--- src/hdl/mpfd_pkg.sv ---
// ----------------------------------------------------------------------------
// mpfd_pkg
// Shared constants and controller/datapath signal groups of the draw unit.
// ----------------------------------------------------------------------------
package mpfd_pkg;

    localparam int COLUMNS_DEF = 128;
    localparam int PAGES_DEF   = 8;

    localparam int ROWS_TALL  = 64;
    localparam int ROWS_SHORT = 32;
    localparam int PAGE_ROWS  = 8;

    localparam logic [2:0] OP_PIXEL   = 3'd0;
    localparam logic [2:0] OP_LINE    = 3'd1;
    localparam logic [2:0] OP_FILL    = 3'd2;
    localparam logic [2:0] OP_OUTLINE = 3'd3;
    localparam logic [2:0] OP_READ    = 3'd4;

    typedef struct packed {
        logic load;
        logic start;
        logic seg_next;
        logic rd;
        logic wr;
        logic step;
        logic clr;
        logic res_load;
    } mpfd_ctl_t;

    typedef struct packed {
        logic clr_last;
        logic walk_done;
        logic pix_in;
        logic is_walk;
        logic outline_more;
        logic out_busy;
    } mpfd_sts_t;

endpackage

--- src/hdl/mpfd_ctrl.sv ---
// ----------------------------------------------------------------------------
// mpfd_ctrl
// Sequencer: store clear pass, command dispatch, pixel read-modify-write.
// ----------------------------------------------------------------------------
module mpfd_ctrl
    import mpfd_pkg::*;
(
    input  logic      clk,
    input  logic      rst_n,
    input  logic      in_valid,
    output logic      in_ready,
    input  mpfd_sts_t sts,
    output mpfd_ctl_t ctl
);

    typedef enum logic [2:0] {
        ST_CLEAR,
        ST_IDLE,
        ST_START,
        ST_WALK,
        ST_PIX_WR,
        ST_RESULT
    } state_t;

    state_t state_reg;
    state_t state_next;

    assign in_ready = (state_reg == ST_IDLE);

    always_comb
    begin
        state_next = state_reg;
        ctl        = '0;
        unique case (state_reg)
            ST_CLEAR:
            begin
                ctl.clr = 1'b1;
                if (sts.clr_last)
                begin
                    state_next = ST_IDLE;
                end
            end
            ST_IDLE:
            begin
                if (in_valid)
                begin
                    ctl.load   = 1'b1;
                    state_next = ST_START;
                end
            end
            ST_START:
            begin
                ctl.start = 1'b1;
                ctl.rd    = !sts.is_walk;
                state_next = sts.is_walk ? ST_WALK : ST_RESULT;
            end
            ST_WALK:
            begin
                priority if (sts.walk_done && sts.outline_more)
                begin
                    ctl.seg_next = 1'b1;
                end
                else if (sts.walk_done)
                begin
                    state_next = ST_RESULT;
                end
                else if (sts.pix_in)
                begin
                    ctl.rd     = 1'b1;
                    state_next = ST_PIX_WR;
                end
                else
                begin
                    ctl.step = 1'b1;
                end
            end
            ST_PIX_WR:
            begin
                ctl.wr     = 1'b1;
                ctl.step   = 1'b1;
                state_next = ST_WALK;
            end
            ST_RESULT:
            begin
                if (!sts.out_busy)
                begin
                    ctl.res_load = 1'b1;
                    state_next   = ST_IDLE;
                end
            end
            default:
            begin
                state_next = ST_IDLE;
            end
        endcase
    end

    always_ff @(posedge clk or negedge rst_n)
    begin
        if (!rst_n)
        begin
            state_reg <= ST_CLEAR;
        end
        else
        begin
            state_reg <= state_next;
        end
    end

endmodule

--- config.mk ---
export PLATFORM = sky130hd
export DESIGN_NAME = mpfd_ctrl
export DESIGN_NICKNAME = d
export VERILOG_FILES = /design/src/hdl/mpfd_pkg.sv /design/src/hdl/mpfd_ctrl.sv
export SDC_FILE = /design/constraint.sdc
export NUM_CORES = 1
export LEC_CHECK = 0
export ABC_AREA = 1
export BUFFER_PORTS_ARGS = -buffer_cell sky130_fd_sc_hd__buf_2
export CORE_AREA = 2 2 39 41
export CTS_BUF_LIST = sky130_fd_sc_hd__clkbuf_8
export DETAILED_ROUTE_END_ITERATION = 8
export DIE_AREA = 0 0 41 43
export GPL_TIMING_DRIVEN = 1
export PLACE_DENSITY_LB_ADDON = 0.25
export SYNTH_ARGS = -nofsm -noshare
export SYNTH_HDL_FRONTEND = slang
export SYNTH_SLANG_ARGS = --single-unit
--- constraint.sdc ---
create_clock -name clk -period 2.3 [get_ports clk]
set_clock_uncertainty 0.15 [all_clocks]
set_input_delay 0.23 -clock clk [delete_from_list [all_inputs] [get_ports clk]]
set_output_delay 0.23 -clock clk [all_outputs]
set_load 0.01 [all_outputs]
==> results of run 1 <==
==> cells in the final DEF, fill, tap and decap left out, drive strengths merged <==
cell / Yosys / final
nor4: 1 / 1
buf: 0 / 17
nand4: 1 / 1
dlygate4sd3: 0 / 1
o22ai: 1 / 1
a21oi: 1 / 1
o32ai: 1 / 1
inv: 14 / 15
o21ai: 2 / 2
o21bai: 2 / 2
nand3: 8 / 8
nor2: 7 / 7
nand2: 13 / 13
dfrtp: 3 / 3
clkbuf: 0 / 3
==> Yosys cell counts <==
cell type,n
a21oi_1,1
dfrtp_1,3
inv_1,11
inv_2,3
nand2_1,13
nand3_1,5
nand3_2,3
nand4_2,1
nor2_1,5
nor2_2,2
nor4_1,1
o21ai_0,2
o21bai_1,2
o22ai_1,1
o32ai_1,1
==> worst max-delay path: stages (launching register included) <==
cell	delay [ns]
dfrtp_1	0.44
nor2_1	0.23
inv_1	0.10
o22ai_1	0.16
buf_2	0.15
==> per-layer routing <==
layer / track usage (%) / vias up
met1: 17.8 / 187
met2: 15.3 / 10
li1: - / 215
met5: 0 / -
met3: 3.14 / 2
met4: 11.3 / 0
==> area by class of cell <==
cell class | count | area (um^2) | area share [%]
clock inverters | 1 | 3.75 | 0.771
repair buffers | 18 | 95.1 | 19.5
inverters | 14 | 52.6 | 10.8
multi-input cells | 37 | 199 | 40.9
well taps | 16 | 20.0 | 4.11
clock buffers | 3 | 41.3 | 8.48
flip-flops and latches | 3 | 75.1 | 15.4
==> kinds of logic after synthesis <==
group / Yosys count / synth area share (%)
and+or+nand+nor: 30 / 47.1
buffers and inverters: 14 / 16.1
AOI/OAI and AO/OA: 7 / 13.8
DFF: 3 / 23.0
==> power groups by stage <==
stage	Sequential [mW]	Clock [mW]	Combinational [mW]
6_report	0.122	0.148	0.342
5_1_grt	0.130	0.159	0.395
4_1_cts	0.122	0.153	0.346
3_5_place_dp	0.123	0	0.343
3_3_place_gp	0.122	0	0.350
2_1_floorplan	0.115	0	0.244
==> stage by stage <==
step | instance area (um^2) | utilization (%) | hold WS, ns | total power [mW] | setup slack (ns)
after floorplan | 327 | - | -0.216 | 0.360 | 0.908
after global placement | 432 | 31.2 | -0.123 | 0.472 | 0.820
after detailed placement | 432 | 31.2 | -0.122 | 0.466 | 0.831
after CTS | 487 | 35.2 | 0.184 | 0.621 | 0.595
after global routing | 487 | 35.2 | 0.201 | 0.684 | 0.507
final | 487 | 35.2 | 0.186 | 0.612 | 0.610
==> worst max path at each step <==
| stage | from | end | slack (ns) | depth (start not counted) |
|---|---|---|---|---|
| after floorplan | state_reg[2]$_DFFE_PN0P_ | ctl[4] | 0.91 | 3 |
| after global placement | state_reg[2]$_DFFE_PN0P_ | ctl[4] | 0.82 | 4 |
| after detailed placement | state_reg[2]$_DFFE_PN0P_ | ctl[4] | 0.83 | 4 |
| after CTS | state_reg[2]$_DFFE_PN0P_ | ctl[4] | 0.60 | 4 |
| after global routing | state_reg[1]$_DFFE_PN0P_ | ctl[2] | 0.51 | 4 |
| final | state_reg[1]$_DFFE_PN0P_ | ctl[2] | 0.61 | 4 |
==> results_dict.tcl, run 1 <==
set metrics [dict create \
    crit_arrival_ns 1.31 \
    maxSlewHeadroom_pct 83.1 \
    ir_worst_vdd_uv 488 \
    combPwrFrac_pct 55.9 \
    core_um2 1380 \
    power.clock.fraction_pct 24.2 \
    nFillCells 161 \
    yosys_warnings 0 \
    tightest_slew_ns 0.251 \
    drt_pre_antenna_iters 4 \
    rows 14 \
    min_path_type "input port to async pin" \
    clk_pin_slew_worst_paths_ns 0.03 \
    fin_nets 86 \
    drt_iter0_markers 6 \
    setup_viol 0 \
    io_buffers 17 \
    final_hold_viol_count 0 \
    dr_wl_met2_um 399 \
    pwr-share-seq_pct 19.9 \
    antenna_found_initial 0 \
    totalWireLength_um 862 \
    cts_sinks 3 \
    top_layer_used "met4" \
    die_w_um 41 \
    ys_ff_latch 3 \
    fin_crit_ns 1.69 \
    crit_fanout 7 \
    synth_top_area_cell "dfrtp_1" \
    rrSetupSlack_ns 0.98 \
    largest_reg_flops 3 \
    pin_count 18 \
    dp_hpwl_um 718 \
    synthesis.nets 63 \
    status "complete, no violations" \
    die_height_um 43 \
    syn2layout_area_growth_pct 49.0 \
    worst_ep_required_time_ns 1.92 \
    clockBufferDepth 2 \
    setup-tns-final_ns 0 \
    cts_hold_buf 1 \
    wl_met1_um 404 \
    cts_tree "built" \
    rsz0062_at_grt "false" \
    internal_power_mw 0.322 \
    grt_pass1_wl_um 1480 \
    p_leak_nw 0.319 \
    yosys-top-cells-area "dfrtp_1, nand2_1, inv_1" \
    drive_gt1_share_pct 38.2 \
    cts_buffers 3 \
    cts_resized 0 \
    ys_types 15 \
    cp-end-kind "output pin" \
    dp.cells 87 \
    routed-wl-met3_um 40 \
    start_util_pct 23.6 \
    maxSlewViolCount 0 \
    dieArea_um2 1760 \
    gp_congestion 0.785 \
    drc 0 \
    antenna_cells 0 \
    root_buffer "clkbuf_8" \
    htreeDepth 1 \
    cp-start-kind "flop" \
    fin_crit_sh_pct 73.5 \
    overflow 0 \
    gr-usage-all-layers_pct 12.8 \
    fmax_mhz 592 \
    r2r-start "state_reg[2]$_DFFE_PN0P_" \
    critical_path_class "flop to output pin" \
    p_switching_mw 0.290 \
    cap_violations 0 \
    grt_start_max_net_pins 8 \
    postRouteAntennaNets 0 \
    cts_setup_buffers 0 \
    viasPerCell 4.50 \
    avgSynthCellArea_um2 6.05 \
    grt_pass1_vias 368 \
    avgRoutedWirePerCell_um 9.37 \
    powerDensity_nw_per_um2 1260 \
    ys_seq_area_share_pct 23.0 \
    clk_latency_ns 0.21 \
    ff2ff_path_depth 6 \
    synth_cells 54 \
    vias 414 \
    r2r_end "state_reg[0]$_DFFE_PN0P_" \
    synth_top_area_share_pct 23.0 \
    syn_area_um2 327 \
    switching_share_pct 47.3 \
    fin_cells 92 \
]
Power figures use the tool's default switching activity.
==> run 2: changes to the inputs <==
==> constraint.sdc (replaced) <==
create_clock -name clk -period 1.7 [get_ports clk]
set_clock_uncertainty 0.15 [all_clocks]
set_input_delay 0.17 -clock clk [delete_from_list [all_inputs] [get_ports clk]]
set_output_delay 0.17 -clock clk [all_outputs]
set_load 0.01 [all_outputs]
==> run 2 against run 1 <==
Effect of this change: sequential share of layout area decreased by 0.54 points; global-route usage unchanged; worst hold slack got worse by 0.060 ns; utilization increased by 1.3 points; final area increased by 3.6%; setup slack got worse by 0.53 ns; combinational power increased by 43%; largest cell class unchanged; clock-buffer cell count unchanged; clock power increased by 35%; critical path depth unchanged; flip-flop and latch count unchanged; cell count increased by 2.2%.
==> results_dict.tcl, run 2 (synthesis gave the netlist of run 1 again) <==
set metrics [dict create \
    maxSlewViolCount 0 \
    maxSlewHeadroom_pct 83.1 \
    cap_violations 0 \
    grt_pass1_vias 368 \
    vias 438 \
    die_height_um 43 \
    crit_fanout 7 \
    totalWireLength_um 879 \
    fmax_mhz 618 \
    p_total_mw 0.858 \
    drive_gt1_share_pct 41.0 \
    fin_crit_sh_pct 95.3 \
    setup-tns-final_ns 0 \
    powerDensity_nw_per_um2 1700 \
    clk_pin_slew_worst_paths_ns 0.03 \
    combPwrFrac_pct 56.9 \
    fin_nets 88 \
    drt_pre_antenna_iters 4 \
    clockBufferDepth 2 \
    clk_latency_ns 0.21 \
    syn2layout_area_growth_pct 54.4 \
    dieArea_um2 1760 \
    r2r-start "state_reg[2]$_DFFE_PN0P_" \
    final_hold_viol_count 0 \
    avgRoutedWirePerCell_um 9.35 \
    cp-start-kind "flop" \
    crit_arrival_ns 1.30 \
    min_path_type "input port to async pin" \
    tightest_slew_ns 0.253 \
    final_common_cell "buf_2" \
    place_ws_ns 0.291 \
    io_buffers 17 \
    critical_path_class "flop to output pin" \
    startpoint "state_reg[2]$_DFFE_PN0P_" \
    ir_worst_vdd_uv 655 \
    p_leak_nw 0.328 \
    status "complete, no violations" \
    layout_setup_ws_ns 0.0807 \
    grt_pass1_wl_um 1480 \
    drc 0 \
    grt_start_max_net_pins 8 \
    root_buffer "clkbuf_8" \
    core_um2 1380 \
    pin_count 18 \
    htreeDepth 1 \
    postRouteAntennaNets 0 \
    antenna_cells 0 \
    overflow 0 \
    cp-end-kind "output pin" \
    start_util_pct 23.6 \
    crit_family "flip-flops" \
    switching_share_pct 46.9 \
    pwr-share-seq_pct 19.8 \
    drt_iter0_markers 9 \
    cts_sinks 3 \
    fin_hold_ws_ns 0.127 \
    rows 14 \
    die_w_um 41 \
    crit_path_max_incr_delay_ns 0.44 \
    rsz0062_at_grt "false" \
    cts_buffers 3 \
    viasPerCell 4.66 \
    fin_crit_ns 1.62 \
    setup_viol 0 \
    gr-usage-all-layers_pct 12.8 \
    antenna_found_initial 0 \
    dp_hpwl_um 718 \
    critPathBufInv 2 \
    power.clock.fraction_pct 23.3 \
    cts_tree "built" \
    largest_reg_flops 3 \
    path_cells "inv_2 -> nand3_2 -> o32ai_1 -> buf_2" \
    worst_ep_required_time_ns 1.38 \
    p_switching_mw 0.403 \
    internal_power_mw 0.455 \
    cp_slowest_cell "dfrtp_1" \
    final_cell_mix "buf_2, nand2_1, inv_1" \
    gp_congestion 0.785 \
]
==> run 2: worst paths after layout <==
check | endpoint | slack (ns) | depth (start not counted)
worst min-delay path | state_reg[0]$_DFFE_PN0P_ | 0.13 | 2
worst min register to register | state_reg[2]$_DFFE_PN0P_ | 0.55 | 2
max in group asynchronous | state_reg[2]$_DFFE_PN0P_ | 1.17 | 2
worst max register to register | state_reg[0]$_DFFE_PN0P_ | 0.35 | 6
min in group clk | state_reg[2]$_DFFE_PN0P_ | 0.15 | 3
worst max-delay path | ctl[4] | 0.08 | 4
==> run 2: layer usage <==
metal  GRT usage [%]  share of wire (%)
met3            3.14                6.5
met5               0                  0
met4            11.3                3.3
met1            17.8                 44
met2            15.3                 46
==> run 2: final cells by class <==
cell class	instances	area, um^2
Fill cell	158	880
Inverter	14	52.6
Sequential cell	3	75.1
Clock buffer	3	41.3
Timing Repair Buffer	20	110
Multi-Input combinational cell	37	201
Clock inverter	1	3.75
Tap cell	16	20.0
==> run 2: power groups by stage <==
stage | clock network, mW | logic (mW) | registers, mW
2_1_floorplan | 0 | 0.331 | 0.156
3_3_place_gp | 0 | 0.474 | 0.165
3_5_place_dp | 0 | 0.465 | 0.166
4_1_cts | 0.207 | 0.468 | 0.165
5_1_grt | 0.215 | 0.558 | 0.179
6_report | 0.200 | 0.488 | 0.170
==> run 2: timing repair <==
item | in CTS | in global routing
hold buffers | 1 | 0
endpoints found under the hold margin | 3 | 0
gates resized for setup | 0 | 1
buffers inserted | 0 | 2
endpoints found under the setup margin | 0 | 2
==> run 2: worst register-to-register path: stages, from the launching register on <==
cell,delay (ns)
dfrtp_1,0.44
inv_2,0.11
buf_4,0.15
nand3_2,0.06
nand3_1,0.11
o21bai_1,0.15
nand2_1,0.07
==> run 2: stage by stage <==
step / instances / cell area [um^2] / util [%]
after floorplan: 54 / 327 / -
after global placement: 87 / 432 / 31.2
after detailed placement: 87 / 432 / 31.2
after CTS: 92 / 487 / 35.2
after global routing: 94 / 504 / 36.4
final: 94 / 504 / 36.4
